===== src/hdl/i2cm_pkg.sv =====
package i2cm_pkg;

  localparam int S_TDATA_W = 48;
  localparam int M_TDATA_W = 24;
  localparam int CFG_IDX_W = 2;
  localparam int CFG_DATA_W = 8;

  // configuration register indexes
  localparam logic [CFG_IDX_W-1:0] CFG_REG_ADDR_WIDTH = 2'd0;
  localparam logic [CFG_IDX_W-1:0] CFG_SPEED_MODE = 2'd1;
  localparam logic [CFG_IDX_W-1:0] CFG_ACK_POLL_LIMIT = 2'd2;

  localparam logic [7:0] ACK_POLL_LIMIT_RESET = 8'd50;

  // request fields in s_tdata
  localparam int IN_START = 0;
  localparam int IN_OPERATION = 1;
  localparam int IN_SLAVE_LO = 2;
  localparam int IN_REG_LO = 9;
  localparam int IN_COUNT_LO = 25;
  localparam int IN_WBYTE_LO = 33;
  localparam int IN_SDA = 41;

  // result fields in m_tdata
  localparam int OUT_SCL = 0;
  localparam int OUT_SDA = 1;
  localparam int OUT_DRIVE = 2;
  localparam int OUT_BUSY = 3;
  localparam int OUT_TAKEN = 4;
  localparam int OUT_RVALID = 5;
  localparam int OUT_RBYTE_LO = 6;
  localparam int OUT_DONE = 14;
  localparam int OUT_STATUS = 15;
  localparam int OUT_LATE = 16;

  typedef enum logic [4:0] {
    PH_IDLE     = 5'd0,
    PH_ST1      = 5'd1,
    PH_ST2      = 5'd2,
    PH_ST3      = 5'd3,
    PH_TX_LOW   = 5'd4,
    PH_TX_SET   = 5'd5,
    PH_TX_HIGH  = 5'd6,
    PH_ACK_LOW  = 5'd7,
    PH_ACK_REL  = 5'd8,
    PH_ACK_HIGH = 5'd9,
    PH_ACK_POLL = 5'd10,
    PH_ACK_DONE = 5'd11,
    PH_RD_REL   = 5'd12,
    PH_RD_LOW   = 5'd13,
    PH_RD_HIGH  = 5'd14,
    PH_RA_LOW   = 5'd15,
    PH_RA_SET   = 5'd16,
    PH_RA_HIGH  = 5'd17,
    PH_RA_END   = 5'd18,
    PH_SP1      = 5'd19,
    PH_SP2      = 5'd20,
    PH_SP3      = 5'd21,
    PH_SP4      = 5'd22
  } phase_t;

  typedef enum logic [2:0] {
    SG_ADDR_W = 3'd0,
    SG_REG_HI = 3'd1,
    SG_REG_LO = 3'd2,
    SG_DATA   = 3'd3,
    SG_ADDR_R = 3'd4
  } stage_t;

endpackage


===== src/hdl/i2c_master_register_transfer_unit.sv =====
// channel  | handshake         | payload
// request  | s_tvalid/s_tready | s_tdata: tick with sda sample and transfer request
// result   | m_tvalid/m_tready | m_tdata, m_tlast: line drive, bytes and completion
// config   | cfg_we            | cfg_index, cfg_data
//
// one request a cycle unless stalled; its result is registered and shows in the next cycle
// the sequencer state and the result register advance together on each request
// a stalled result holds s_tready low only while the result register is full and not taken
// rst is synchronous: idle phase, lines released high, state and config registers reset
module i2c_master_register_transfer_unit (
  input  logic                           clk,
  input  logic                           rst,
  input  logic                           s_tvalid,
  output logic                           s_tready,
  // start_request, operation, slave_address[6:0], register_address[15:0],
  // byte_count[7:0], write_byte[7:0], sda_in, zero fill
  input  logic [i2cm_pkg::S_TDATA_W-1:0] s_tdata,
  output logic                           m_tvalid,
  input  logic                           m_tready,
  // scl_level, sda_level, sda_drive, busy_res, write_byte_taken, read_valid,
  // read_byte[7:0], done_res, status, late_nack, zero fill
  output logic [i2cm_pkg::M_TDATA_W-1:0] m_tdata,
  output logic                           m_tlast,
  input  logic                           cfg_we,
  input  logic [i2cm_pkg::CFG_IDX_W-1:0] cfg_index,
  input  logic [i2cm_pkg::CFG_DATA_W-1:0] cfg_data
);
  import i2cm_pkg::*;

  logic       reg_addr_width;
  logic       speed_mode;
  logic [7:0] ack_poll_limit;

  phase_t      phase, phase_next;
  stage_t      stage, stage_next;
  logic [2:0]  delay_count, delay_count_next;
  logic [3:0]  bit_count, bit_count_next;
  logic [7:0]  shifter, shifter_next;
  logic [7:0]  bytes_left, bytes_left_next;
  logic [7:0]  poll_count, poll_count_next;
  logic [6:0]  held_device, held_device_next;
  logic [15:0] held_register, held_register_next;
  logic        held_direction, held_direction_next;
  logic        sticky_nack, sticky_nack_next;
  logic        line_scl, line_scl_next;
  logic        line_sda, line_sda_next;

  logic [M_TDATA_W-1:0] result, result_next;
  logic                 result_last, result_last_next;

  logic       in_start, in_op, in_sda;
  logic [6:0] in_slave;
  logic [15:0] in_reg;
  logic [7:0] in_count, in_wbyte;
  logic       accept;

  assign in_start = s_tdata[IN_START];
  assign in_op    = s_tdata[IN_OPERATION];
  assign in_slave = s_tdata[IN_SLAVE_LO +: 7];
  assign in_reg   = s_tdata[IN_REG_LO +: 16];
  assign in_count = s_tdata[IN_COUNT_LO +: 8];
  assign in_wbyte = s_tdata[IN_WBYTE_LO +: 8];
  assign in_sda   = s_tdata[IN_SDA];

  assign s_tready = !m_tvalid || m_tready;
  assign accept   = s_tvalid && s_tready;
  assign m_tdata  = result;
  assign m_tlast  = result_last;

  always_ff @(posedge clk) begin
    if (rst) begin
      reg_addr_width <= 1'b0;
      speed_mode     <= 1'b1;
      ack_poll_limit <= ACK_POLL_LIMIT_RESET;
    end else if (cfg_we) begin
      unique case (cfg_index)
        CFG_REG_ADDR_WIDTH: reg_addr_width <= cfg_data[0];
        CFG_SPEED_MODE:     speed_mode <= cfg_data[0];
        CFG_ACK_POLL_LIMIT: ack_poll_limit <= cfg_data;
        default: ;
      endcase
    end
  end

  always_comb begin
    phase_t     ph;
    logic [2:0] dc;
    logic       seg_end, ack_level, do_next;
    logic       scl, sda, drv, taken, rvalid, rlast, done, status, late;
    logic [7:0] rbyte, sh, bl;
    logic [3:0] bc;

    phase_next          = phase;
    stage_next          = stage;
    delay_count_next    = delay_count;
    bit_count_next      = bit_count;
    shifter_next        = shifter;
    bytes_left_next     = bytes_left;
    poll_count_next     = poll_count;
    held_device_next    = held_device;
    held_register_next  = held_register;
    held_direction_next = held_direction;
    sticky_nack_next    = sticky_nack;
    scl = 1'b1; sda = 1'b1; drv = 1'b1;
    taken = 1'b0; rvalid = 1'b0; rlast = 1'b0; rbyte = 8'd0;
    done = 1'b0; status = 1'b0; late = 1'b0;
    do_next = 1'b0;
    sh = 8'd0; bc = 4'd0; bl = 8'd0;
    ack_level = (bytes_left > 8'd1) ? 1'b0 : 1'b1;
    ph = phase;
    dc = delay_count;

    if (phase == PH_IDLE && in_start) begin
      held_direction_next = in_op;
      held_device_next    = in_slave;
      held_register_next  = in_reg;
      bytes_left_next     = in_count;
      sticky_nack_next    = 1'b0;
      stage_next          = SG_ADDR_W;
      ph = PH_ST1;
      dc = 3'd0;
      phase_next = PH_ST1;
      delay_count_next = 3'd0;
    end

    unique case (ph)
      PH_ST2, PH_ST3: sda = 1'b0;
      PH_TX_LOW, PH_ACK_LOW, PH_SP1, PH_TX_SET: begin
        scl = 1'b0; sda = line_sda;
      end
      PH_TX_HIGH: sda = line_sda;
      PH_ACK_REL, PH_ACK_DONE, PH_RD_LOW, PH_RA_LOW: begin
        scl = 1'b0; drv = 1'b0;
      end
      PH_ACK_HIGH, PH_ACK_POLL, PH_RD_HIGH: drv = 1'b0;
      PH_RD_REL: begin
        scl = line_scl; drv = 1'b0;
      end
      PH_RA_SET, PH_RA_END: begin
        scl = 1'b0; sda = ack_level;
      end
      PH_RA_HIGH: sda = ack_level;
      PH_SP2: begin
        scl = 1'b0; sda = 1'b0;
      end
      PH_SP3: sda = 1'b0;
      default: ;
    endcase

    line_scl_next = scl;
    line_sda_next = drv ? sda : line_sda;
    if (ph == PH_ACK_REL || ph == PH_RD_REL) line_sda_next = 1'b1;

    seg_end = speed_mode || (dc >= 3'd3);

    if (ph == PH_IDLE) begin
    end else if (ph == PH_ACK_POLL) begin
      if (!in_sda) begin
        delay_count_next = 3'd0;
        phase_next = PH_ACK_DONE;
      end else if (poll_count >= ack_poll_limit) begin
        if (stage == SG_ADDR_W) begin
          delay_count_next = 3'd0;
          phase_next = PH_SP1;
        end else begin
          sticky_nack_next = 1'b1;
          do_next = 1'b1;
        end
      end else begin
        poll_count_next = poll_count + 8'd1;
      end
    end else if (!seg_end) begin
      delay_count_next = dc + 3'd1;
    end else begin
      delay_count_next = 3'd0;
      unique case (ph)
        PH_ST1: phase_next = PH_ST2;
        PH_ST2: phase_next = PH_ST3;
        PH_ST3: begin
          shifter_next = {held_device, (stage == SG_ADDR_R)};
          bit_count_next = 4'd0;
          phase_next = PH_TX_LOW;
        end
        PH_TX_LOW: begin
          line_sda_next = shifter[7];
          phase_next = PH_TX_SET;
        end
        PH_TX_SET: phase_next = PH_TX_HIGH;
        PH_TX_HIGH: begin
          bc = bit_count + 4'd1;
          shifter_next = {shifter[6:0], 1'b0};
          bit_count_next = bc;
          phase_next = (bc >= 4'd8) ? PH_ACK_LOW : PH_TX_LOW;
        end
        PH_ACK_LOW: phase_next = PH_ACK_REL;
        PH_ACK_REL: phase_next = PH_ACK_HIGH;
        PH_ACK_HIGH: begin
          poll_count_next = 8'd0;
          phase_next = PH_ACK_POLL;
        end
        PH_ACK_DONE: do_next = 1'b1;
        PH_RD_REL: phase_next = PH_RD_LOW;
        PH_RD_LOW: phase_next = PH_RD_HIGH;
        PH_RD_HIGH: begin
          sh = {shifter[6:0], in_sda};
          bc = bit_count + 4'd1;
          shifter_next = sh;
          bit_count_next = bc;
          if (bc >= 4'd8) begin
            rvalid = 1'b1;
            rbyte = sh;
            rlast = (bytes_left <= 8'd1);
            phase_next = PH_RA_LOW;
          end else begin
            phase_next = PH_RD_LOW;
          end
        end
        PH_RA_LOW: phase_next = PH_RA_SET;
        PH_RA_SET: phase_next = PH_RA_HIGH;
        PH_RA_HIGH: phase_next = PH_RA_END;
        PH_RA_END: begin
          bl = (bytes_left != 8'd0) ? bytes_left - 8'd1 : 8'd0;
          bytes_left_next = bl;
          if (bl != 8'd0) begin
            bit_count_next = 4'd0;
            shifter_next = 8'd0;
            phase_next = PH_RD_REL;
          end else begin
            phase_next = PH_SP1;
          end
        end
        PH_SP1: phase_next = PH_SP2;
        PH_SP2: phase_next = PH_SP3;
        PH_SP3: phase_next = PH_SP4;
        default: begin
          done = 1'b1;
          status = (stage == SG_ADDR_W);
          late = sticky_nack;
          phase_next = PH_IDLE;
        end
      endcase
    end

    // next step once an acknowledge is settled
    if (do_next) begin
      delay_count_next = 3'd0;
      unique case (stage)
        SG_ADDR_W: begin
          stage_next = reg_addr_width ? SG_REG_HI : SG_REG_LO;
          shifter_next = reg_addr_width ? held_register[15:8] : held_register[7:0];
          bit_count_next = 4'd0;
          phase_next = PH_TX_LOW;
        end
        SG_REG_HI: begin
          stage_next = SG_REG_LO;
          shifter_next = held_register[7:0];
          bit_count_next = 4'd0;
          phase_next = PH_TX_LOW;
        end
        SG_REG_LO, SG_DATA: begin
          if (stage == SG_REG_LO && held_direction) begin
            stage_next = SG_ADDR_R;
            phase_next = PH_ST1;
          end else if (bytes_left != 8'd0) begin
            bytes_left_next = bytes_left - 8'd1;
            stage_next = SG_DATA;
            taken = 1'b1;
            shifter_next = in_wbyte;
            bit_count_next = 4'd0;
            phase_next = PH_TX_LOW;
          end else begin
            phase_next = PH_SP1;
          end
        end
        default: begin
          if (bytes_left != 8'd0) begin
            bit_count_next = 4'd0;
            shifter_next = 8'd0;
            phase_next = PH_RD_REL;
          end else begin
            phase_next = PH_SP1;
          end
        end
      endcase
    end

    result_next = '0;
    result_next[OUT_SCL]    = scl;
    result_next[OUT_SDA]    = sda;
    result_next[OUT_DRIVE]  = drv;
    result_next[OUT_BUSY]   = (ph != PH_IDLE);
    result_next[OUT_TAKEN]  = taken;
    result_next[OUT_RVALID] = rvalid;
    result_next[OUT_RBYTE_LO +: 8] = rbyte;
    result_next[OUT_DONE]   = done;
    result_next[OUT_STATUS] = status;
    result_next[OUT_LATE]   = late;
    result_last_next = rlast;
  end

  always_ff @(posedge clk) begin
    if (rst) begin
      phase          <= PH_IDLE;
      stage          <= SG_ADDR_W;
      delay_count    <= 3'd0;
      bit_count      <= 4'd0;
      shifter        <= 8'd0;
      bytes_left     <= 8'd0;
      poll_count     <= 8'd0;
      held_device    <= 7'd0;
      held_register  <= 16'd0;
      held_direction <= 1'b0;
      sticky_nack    <= 1'b0;
      line_scl       <= 1'b1;
      line_sda       <= 1'b1;
      m_tvalid       <= 1'b0;
    end else begin
      if (accept) begin
        phase          <= phase_next;
        stage          <= stage_next;
        delay_count    <= delay_count_next;
        bit_count      <= bit_count_next;
        shifter        <= shifter_next;
        bytes_left     <= bytes_left_next;
        poll_count     <= poll_count_next;
        held_device    <= held_device_next;
        held_register  <= held_register_next;
        held_direction <= held_direction_next;
        sticky_nack    <= sticky_nack_next;
        line_scl       <= line_scl_next;
        line_sda       <= line_sda_next;
      end
      if (accept) begin
        m_tvalid <= 1'b1;
      end else if (m_tready) begin
        m_tvalid <= 1'b0;
      end
    end
  end

  always_ff @(posedge clk) begin
    if (accept) begin
      result      <= result_next;
      result_last <= result_last_next;
    end
  end

endmodule


===== config.mk =====
export PLATFORM = sky130hd
export DESIGN_NAME = i2c_master_register_transfer_unit
export DESIGN_NICKNAME = d
export VERILOG_FILES = /design/src/hdl/i2cm_pkg.sv /design/src/hdl/i2c_master_register_transfer_unit.sv
export SDC_FILE = /design/constraint.sdc
export NUM_CORES = 1
export LEC_CHECK = 0
export BUFFER_PORTS_ARGS = -buffer_cell sky130_fd_sc_hd__buf_4
export CORE_ASPECT_RATIO = 1.25
export CORE_MARGIN = 3
export CORE_UTILIZATION = 44
export CTS_CLUSTER_SIZE = 10
export DETAILED_ROUTE_END_ITERATION = 8
export PLACE_DENSITY = 0.72
export SETUP_SLACK_MARGIN = 0.2
export SLEW_MARGIN = 0
export SYNTH_ARGS = -nofsm -noshare
export SYNTH_HDL_FRONTEND = slang
export SYNTH_SLANG_ARGS = --single-unit

===== constraint.sdc =====
create_clock -name clk -period 3.22 [get_ports clk]
set_input_delay 0.161 -clock clk [delete_from_list [all_inputs] [get_ports clk]]
set_output_delay 0.161 -clock clk [all_outputs]
set_load 0.03 [all_outputs]

==> Yosys cells after proc, flatten, opt, wreduce, memory -nomap -nowiden <==
Cells that the tools add are included.
{ "totals": {"output_inout_bits": 27, "input_bits": 63, "ff_bits": 95} }
{ "classes": {"bitwise": 6, "n_addsub": 4, "n_mux": 93, "reduce_logical": 36, "n_eq_ne": 29, "order_cmp": 5} }
{ "op_table": {"columns": ["op", "n"], "rows": [
  ["8-bit two-way mux", 24],
  ["5-bit one-hot mux with 20 select lines", 1],
  ["5-bit two-way mux", 12],
  ["5-bit by 4-bit == test with 1-bit output (second input constant)", 8],
  ["3-bit two-way mux", 12],
  ["8-bit one-hot mux with 4 select lines", 1],
  ["5-bit == test (second input constant)", 6],
  ["4-bit two-way mux", 7],
  ["1-bit two-way mux", 26],
  ["8-bit one-hot mux with 3 select lines", 1],
  ["23-bit OR reduction", 1],
  ["5-bit by 3-bit == test with 1-bit output (second input constant)", 4],
  ["20-bit OR reduction", 1],
  ["8-bit nonzero test", 2],
  ["4-bit one-hot mux with 3 select lines", 1],
  ["11-bit OR reduction", 1],
  ["5-bit by 2-bit == test with 1-bit output (second input constant)", 2],
  ["5-bit zero test", 2],
  ["5-bit one-hot mux with 2 select lines", 1],
  ["5-bit OR reduction", 2],
  ["3-bit one-hot mux with 3 select lines", 1],
  ["3-bit OR reduction", 3],
  ["8-bit by 1-bit adder with 8-bit output (second input constant)", 1],
  ["8-bit >= comparator", 1],
  ["other kinds (31)", 52]
]} }

==> Depth between registers and ports, before layout <==
Gate-level depths: netlist of run 1.
{ "logic_depth": {"ltp_word": 13, "ltp_mapped": 16, "mapped_depth_nobuf": 13} }

==> Worst setup path after synthesis of run 1 <==
No wires, ideal clock.
{ "synth_timing": {"kind": "register to register", "startpoint": "register phase[3]", "endpoint": "register bytes_left[5]", "required_ps": 3103, "period_less_slack_ps": 3192, "path_buffers": 2, "arrival_time_ps": 3074, "path_slack_ps": 28, "setup_ps": 117, "path_stages_with_launch": 15, "path_cell_list": "dfxtp_1 buf_4 nor3_4 nand3_1 clkbuf_1 and2_1 ha_1 ha_1 nor3_2 a21oi_1 and4_1 a21oi_4 o22ai_1 a31o_2 a32o_1"} }
{ "synth_between": {"elab_chain_cells": 12, "elab_cells_between_ends": 23} }
{ "synth_rtl": {"columns": ["item", "line_no", "rtl"], "rows": [
  ["start: declaration", "i2c_master_register_transfer_unit.sv:34", "phase_t phase, phase_next;"],
  ["start signal: assignment", "i2c_master_register_transfer_unit.sv:319", "phase <= phase_next;"],
  ["5-bit zero test", "i2c_master_register_transfer_unit.sv:113", "if (phase == PH_IDLE && in_start) begin"],
  ["1-bit logical AND", "i2c_master_register_transfer_unit.sv:113", null],
  ["3-bit two-way mux / 5-bit two-way mux (equally long branches)", "i2c_master_register_transfer_unit.sv:113", null],
  ["3-bit by 2-bit >= comparator with 1-bit output / 5-bit == test (equally long branches)", "i2c_master_register_transfer_unit.sv:154, i2c_master_register_transfer_unit.sv:176", null],
  ["1-bit logical OR / 8-bit two-way mux (equally long branches)", "i2c_master_register_transfer_unit.sv:154, i2c_master_register_transfer_unit.sv:176", null],
  ["8-bit two-way mux", "i2c_master_register_transfer_unit.sv:172", "end else if (!seg_end) begin"],
  ["8-bit two-way mux", "i2c_master_register_transfer_unit.sv:157", "end else if (ph == PH_ACK_POLL) begin"],
  ["8-bit two-way mux", "i2c_master_register_transfer_unit.sv:156", "if (ph == PH_IDLE) begin"],
  ["8-bit two-way mux", "i2c_master_register_transfer_unit.sv:264", "end else if (bytes_left != 8'd0) begin"],
  ["8-bit two-way mux", "i2c_master_register_transfer_unit.sv:261", "if (stage == SG_REG_LO && held_direction) begin"],
  ["8-bit two-way mux", "i2c_master_register_transfer_unit.sv:247", "unique case (stage)"],
  ["8-bit two-way mux *", "i2c_master_register_transfer_unit.sv:245", "if (do_next) begin"],
  ["end signal: assignment", "i2c_master_register_transfer_unit.sv:324", "bytes_left <= bytes_left_next;"],
  ["end: declaration", "i2c_master_register_transfer_unit.sv:39", "logic [7:0] bytes_left, bytes_left_next;"]
]} }
Every way passes the cells marked *; elsewhere a longest branch is shown, timed or not.
A chain may end at the register's enable or synchronous reset.

==> Final worst setup path of run 1 <==
{ "layout_timing": {"startpoint": "register phase[4]", "endpoint": "register bytes_left[0]"} }
Same word-level chain as after synthesis.

==> flow_metrics.env, run 1 <==
export IMPL_run_status="finished, final reports clean"
export IMPL_grt_usage=0.2180
export IMPL_r2r_start="phase[4]"
export IMPL_avgSynthCellArea_sq_um=8.162
export IMPL_crit_arrival_ns=3.12
export IMPL_hold_viol=0
export IMPL_crit_type="reg2reg"
export IMPL_skew_ns=0.006381
export IMPL_hp_class="in2reg"
export IMPL_ys_async_sr_fraction=0
export IMPL_critPathBufInv=0
export IMPL_core_area_sq_um=11780
export IMPL_port_buffers=76
export IMPL_crit_family="simple AND/OR/NAND/NOR gates"
export IMPL_startpoint="phase[4]"
export IMPL_drcViolationCount=0
export IMPL_required_ns=3.47
export IMPL_cts_buffers=9
export IMPL_fin_nets=802
export IMPL_setup_ws_ns=0.3505
export IMPL_viasPerCell=5.819
export IMPL_clock_sinks=95
export IMPL_vdd_drop_max_mv=0.2577
export IMPL_rows=44
export IMPL_fp_dieArea_sq_um=13560
export IMPL_cap_viol_max_count=0
export IMPL_syn_area_sq_um=5363
export IMPL_cellPowerDensity_nw_per_um2=452.6
export IMPL_syn_inst=657
export IMPL_yosysWarningCount=0
export IMPL_p_total_mw=2.940
export IMPL_slowest_stage="dfxtp_1"
export IMPL_grt_pass1_vias=5036
export IMPL_drive_gt1_frac=0.1959
export IMPL_n_fill_cell=1162
export IMPL_setup_tns_ns=0
export IMPL_diodes=0
export IMPL_start_util=0.4552
export IMPL_r2r_cells=12
export IMPL_worst_pin_slew_ns=0.9274
export IMPL_clock_latency_ns=0.34
export IMPL_setup_viol_count_final=0
export IMPL_rsz0062_at_grt="yes"
export IMPL_top_level_ports=90
export IMPL_cts_htree_levels=3
export IMPL_cts_tree="done"
export IMPL_synth_distinct_cells=79
export IMPL_synth_ff_type="dfxtp_1"
export IMPL_register_area_sq_um=2082
export IMPL_end_kind="flip-flop"
export IMPL_chipWidth_microns=104.7
export IMPL_maxSlewHeadroom=0.3770
export IMPL_synth_edf_count=18
export IMPL_clk_pin_slew_ns=0.07
export IMPL_ant_nets=0
export IMPL_gr_total_overflow=0
export IMPL_slowest_delay_ns=0.34
export IMPL_holdCritStartpoint="cfg_data[7]"
export IMPL_min_to="ack_poll_limit[7]"
export IMPL_grt_max_degree=57
export IMPL_cp_common_cell="nor3_4"
export IMPL_holdPathStages=3
export IMPL_ys_ff_latch=95
export IMPL_fmax_ghz=0.3485
export IMPL_r2r_end="bytes_left[0]"
export IMPL_antenna_found_initial=0
export IMPL_ctsLongestPathBuffers=2
export IMPL_cp_cell_sequence="nor3_4, nand3_4, and2_1, ha_1, ha_2, nor3_4, a21oi_1, and4_1, a21oi_4, nor3_2, o311a_1, a211oi_1"
export IMPL_worst_path_max_fanout=5
export IMPL_drtIter0Drc=291
export IMPL_wirelength_mm=14.83
export IMPL_final_util=0.5513
export IMPL_p_leak_nw=2.585
export IMPL_crit_path_start_kind="flip-flop"
export IMPL_wire_per_inst_microns=16.65
export IMPL_maxSlewViolCount=0
export IMPL_fp_dieH_microns=129.4
export IMPL_grt_pass1_wl_mm=24.50
export IMPL_hpwl_mm=10.67
export IMPL_period_share=0.8912
export IMPL_gp_congestion=0.9656
export IMPL_r2r_setup_slack_ns=0.35
export IMPL_finalCriticalPeriod_ns=2.870
export IMPL_yosysSeqAreaShare=0.3882
export IMPL_area_growth_syn_to_layout_pct=21.12
export IMPL_first_pass_iters=5
export IMPL_place_ws_ns=0.2105
export IMPL_multiInputGateArea_sq_um=3043
export IMPL_ctsHoldBuffers=0
export IMPL_root_buffer="clkbuf_16"
export IMPL_num_vias=5185
tightest hold or removal path, cell delays in order:
cell	delay, ns
buf_4	0.08
mux2i_1	0.05
nor2_1	0.07
kinds of logic (layout without fill, tap and decap cells):
group           after synthesis  after routing  share of synthesized area
simple gates                267            267                     0.2476
compound gates              188            188                     0.2403
flops                        95             95                     0.3882
buf+inv                      75            142                    0.05950
fa+ha+maj                    14             14                    0.03266
mux                          12             12                    0.02287
xor+xnor                      5              5                   0.008166
other cells                   1              7                  0.0006993
final cells by class:
class	count	share of cell area
multi-input combinational	493	0.4685
sequential	95	0.3206
timing repair buffer	101	0.1173
clock buffer	11	0.03891
tap	161	0.03102
inverter	25	0.01445
clock inverter	5	0.009247
power by group:
part	internal [mW]	leakage (nW)	switching (mW)	total, mW
combinational	0.206	1.63	0.325	0.531
clock	0.651	0.159	0.466	1.12
sequential	1.26	0.798	0.0332	1.29
placed cells by master, fill, tap and decap left out, types with 4 or more instances in the layout:
| cell | synthesis | layout |
|---|---|---|
| nand2_1 | 107 | 107 |
| buf_4 | 8 | 100 |
| dfxtp_1 | 77 | 77 |
| a21oi_1 | 61 | 60 |
| nor2_1 | 44 | 43 |
| o21ai_0 | 30 | 30 |
| inv_1 | 23 | 23 |
| edfxtp_1 | 18 | 18 |
| and2_1 | 17 | 17 |
| nand3_1 | 17 | 16 |
| nor3_1 | 15 | 15 |
| nand2b_1 | 14 | 14 |
| ha_1 | 14 | 13 |
| nor4_1 | 10 | 10 |
| mux2i_1 | 10 | 10 |
| a22oi_1 | 10 | 10 |
| clkbuf_16 | 0 | 9 |
| o211ai_1 | 8 | 8 |
| a31oi_1 | 7 | 7 |
| and3_1 | 7 | 7 |
| o22ai_1 | 8 | 7 |
| a222oi_1 | 7 | 7 |
| conb_1 | 1 | 7 |
| nand3b_1 | 5 | 5 |
| xor2_1 | 5 | 5 |
| a21o_1 | 4 | 4 |
| or3_1 | 4 | 4 |
| o32ai_1 | 4 | 4 |
| a221o_1 | 4 | 4 |
cells in the mapped netlist, drive strengths merged (14+ instances only):
library cell	instances	area [sq um]
inv	23	86.33
nor3	19	121.4
and2	17	106.4
o21ai	32	163.9
nor2	45	171.4
a21oi	63	337.8
nand2b	14	87.58
edfxtp	18	540.5
nand3	17	85.08
clkbuf	34	127.6
buf	16	97.60
dfxtp	77	1541
nand2	108	407.9
ha	14	175.2
timing repair:
| action | CTS | global route |
|---|---|---|
| gates resized for setup | 0 | 5 |
| buffers inserted | 1 | 4 |
| endpoints found under the setup margin | 1 | 32 |
| pin swaps | 1 | 7 |
state kept, by name, summed over array words and instances, names as in the netlist, 4 cells and up:
name	flops
m_tdata	17
bit_count	4
held_device	7
shifter	8
phase	5
bytes_left	8
poll_count	8
held_register	16
ack_poll_limit	8
per-stage QoR:
stage	hold WS [ns]	instances	cell area [sq um]
2_1_floorplan	0.2861	663	5430
3_3_place_gp	0.3923	870	6112
3_5_place_dp	0.4006	870	6112
4_1_cts	0.03756	887	6432
5_1_grt	0.04226	891	6495
6_report	0.04319	891	6495
per-layer routing:
| layer | part of all wire | track usage | vias to the layer above | routed length (microns) |
|---|---|---|---|---|
| met5 | 0 | 0 | - | 0 |
| met4 | 0.019 | 0.08340 | 0 | 276 |
| met2 | 0.50 | 0.3767 | 182 | 7372 |
| met3 | 0.053 | 0.03538 | 22 | 793 |
| met1 | 0.43 | 0.2745 | 2464 | 6389 |
| li1 | - | - | 2517 | - |
worst max path at each step:
| stage | cells after the start | endpoint |
|---|---|---|
| floorplan | 14 | bytes_left[5] |
| finish | 12 | bytes_left[0] |
| CTS | 11 | poll_count[7] |
| global placement | 12 | poll_count[6] |
| global route | 13 | bytes_left[0] |
| detailed placement | 11 | poll_count[7] |
Power figures use the tool's default switching activity.
==> run 2, diff against run 1 <==
BUFFER_PORTS_ARGS = -buffer_cell sky130_fd_sc_hd__buf_2   (was -buffer_cell sky130_fd_sc_hd__buf_4)
==> flow_metrics.env, run 2 (synthesis results as in run 1) <==
export IMPL_run_status="finished, final reports clean"
export IMPL_rows=44
export IMPL_worst_pin_slew_ns=0.9169
export IMPL_period_share=0.8918
export IMPL_grt_pass1_vias=4786
export IMPL_holdPathStages=3
export IMPL_root_buffer="clkbuf_16"
export IMPL_wirelength_mm=14.69
export IMPL_first_pass_iters=7
export IMPL_r2r_end="bytes_left[5]"
export IMPL_clk_pin_slew_ns=0.07
export IMPL_largest_reg_flops=17
export IMPL_setup_viol_count_final=0
export IMPL_area_growth_syn_to_layout_pct=18.20
export IMPL_core_area_sq_um=11780
export IMPL_diodes=0
export IMPL_final_common_cell="nand2_1"
export IMPL_finalCriticalPeriod_ns=2.872
export IMPL_port_buffers=76
export IMPL_cts_htree_levels=3
export IMPL_setup_tns_ns=0
export IMPL_drtIter0Drc=298
export IMPL_grt_max_degree=40
export IMPL_hp_class="in2reg"
export IMPL_fp_dieArea_sq_um=13560
export IMPL_r2r_setup_slack_ns=0.35
export IMPL_drive_gt1_frac=0.2011
export IMPL_p_total_mw=2.904
export IMPL_clock_sinks=95
export IMPL_hpwl_mm=10.69
export IMPL_p_leak_nw=2.517
export IMPL_start_util=0.4552
export IMPL_gr_total_overflow=0
export IMPL_chipWidth_microns=104.7
export IMPL_gp_congestion=0.9505
export IMPL_layout_common_cells="nand2_1, dfxtp_1, buf_2"
export IMPL_fmax_ghz=0.3482
export IMPL_drcViolationCount=0
export IMPL_antenna_found_initial=0
export IMPL_r2r_cells=13
export IMPL_required_ns=3.46
export IMPL_r2r_start="phase[4]"
export IMPL_clock_latency_ns=0.35
export IMPL_hold_viol=0
export IMPL_ant_nets=0
export IMPL_cellPowerDensity_nw_per_um2=458.1
export IMPL_end_kind="flip-flop"
export IMPL_fin_nets=803
export IMPL_ctsLongestPathBuffers=2
export IMPL_final_util=0.5380
export IMPL_place_ws_ns=0.2008
export IMPL_wire_per_inst_microns=16.47
export IMPL_fp_dieH_microns=129.4
export IMPL_crit_path_start_kind="flip-flop"
export IMPL_rsz0062_at_grt="no"
export IMPL_holdCritStartpoint="cfg_data[1]"
export IMPL_cts_buffers=9
export IMPL_setup_ws_ns=0.3484
export IMPL_maxSlewHeadroom=0.3840
export IMPL_top_level_ports=90
export IMPL_grt_pass1_wl_mm=23.83
export IMPL_viasPerCell=5.839
export IMPL_crit_type="reg2reg"
export IMPL_cts_tree="done"
export IMPL_vdd_drop_max_mv=0.2522
export IMPL_ctsHoldBuffers=0
export IMPL_grt_usage=0.2127
export IMPL_maxSlewViolCount=0
export IMPL_crit_arrival_ns=3.11
export IMPL_num_vias=5208
export IMPL_cap_viol_max_count=0
export IMPL_worst_path_max_fanout=7
export IMPL_skew_ns=0.01028
export IMPL_fin_hold_ws_ns=0.03837
export IMPL_min_to="ack_poll_limit[1]"
## run 2: cell types whose count changed in the layout (fill, tap and decap cells not counted), moves of 2 or more
| cell | previous run | this run |
|---|---|---|
| buf_4 | 100 | 25 |
| o2111ai_2 | 0 | 2 |
| inv_4 | 3 | 0 |
| buf_2 | 0 | 76 |
| o2111ai_1 | 2 | 0 |
| inv_6 | 0 | 3 |
## run 2: metal layers
| metal | up-vias | GRT usage | routed length (microns) |
|---|---|---|---|
| met5 | - | 0 | 0 |
| li1 | 2527 | - | - |
| met4 | 0 | 0.07876 | 361 |
| met2 | 199 | 0.3563 | 7147 |
| met1 | 2451 | 0.2795 | 6418 |
| met3 | 31 | 0.03288 | 763 |
## run 2: worst max-delay path by stage
stage	startpoint	to	slack, ns	cells past startpoint
floorplan	phase[3]	bytes_left[5]	0.20	14
global placement	phase[2]	bytes_left[5]	0.21	12
detailed placement	phase[2]	bytes_left[5]	0.20	12
CTS	phase[2]	poll_count[6]	0.23	11
global route	phase[4]	shifter[0]	0.20	14
finish	phase[4]	bytes_left[5]	0.35	13
## run 2: stage by stage
| step | instance area [sq um] | cells |
|---|---|---|
| 2_1_floorplan | 5430 | 663 |
| 3_3_place_gp | 5937 | 872 |
| 3_5_place_dp | 5937 | 872 |
| 4_1_cts | 6266 | 889 |
| 5_1_grt | 6339 | 892 |
| 6_report | 6339 | 892 |
## run 2: power by group
part	switching (mW)	internal (mW)
clock network	0.503	0.607
registers	0.0331	1.26
logic	0.323	0.181
## run 2: layout make-up
type | count | area, sq um
timing repair buffer | 102 | 588.1
inverter | 25 | 93.84
multi-input combinational | 493 | 3064
fill | 1118 | 5443
sequential | 95 | 2082
clock buffer | 11 | 264.0
clock inverter | 5 | 45.04
tap | 161 | 201.4
## run 2: timing repair
action                     in CTS  in global routing
setup endpoints to repair       7                 20
pin swaps                       1                  9
resized for setup               0                  8
setup buffers                   1                  3
## run 2: critical path: stages, from the launching register on
cell,delay [ns]
dfxtp_1,0.33
nor3_4,0.25
nand3_4,0.13
and2_1,0.18
ha_1,0.17
ha_2,0.19
nor3_4,0.27
a21oi_2,0.09
and4_2,0.22
a21oi_4,0.17
buf_12,0.14
o22ai_4,0.10
a31o_2,0.28
a32o_1,0.24
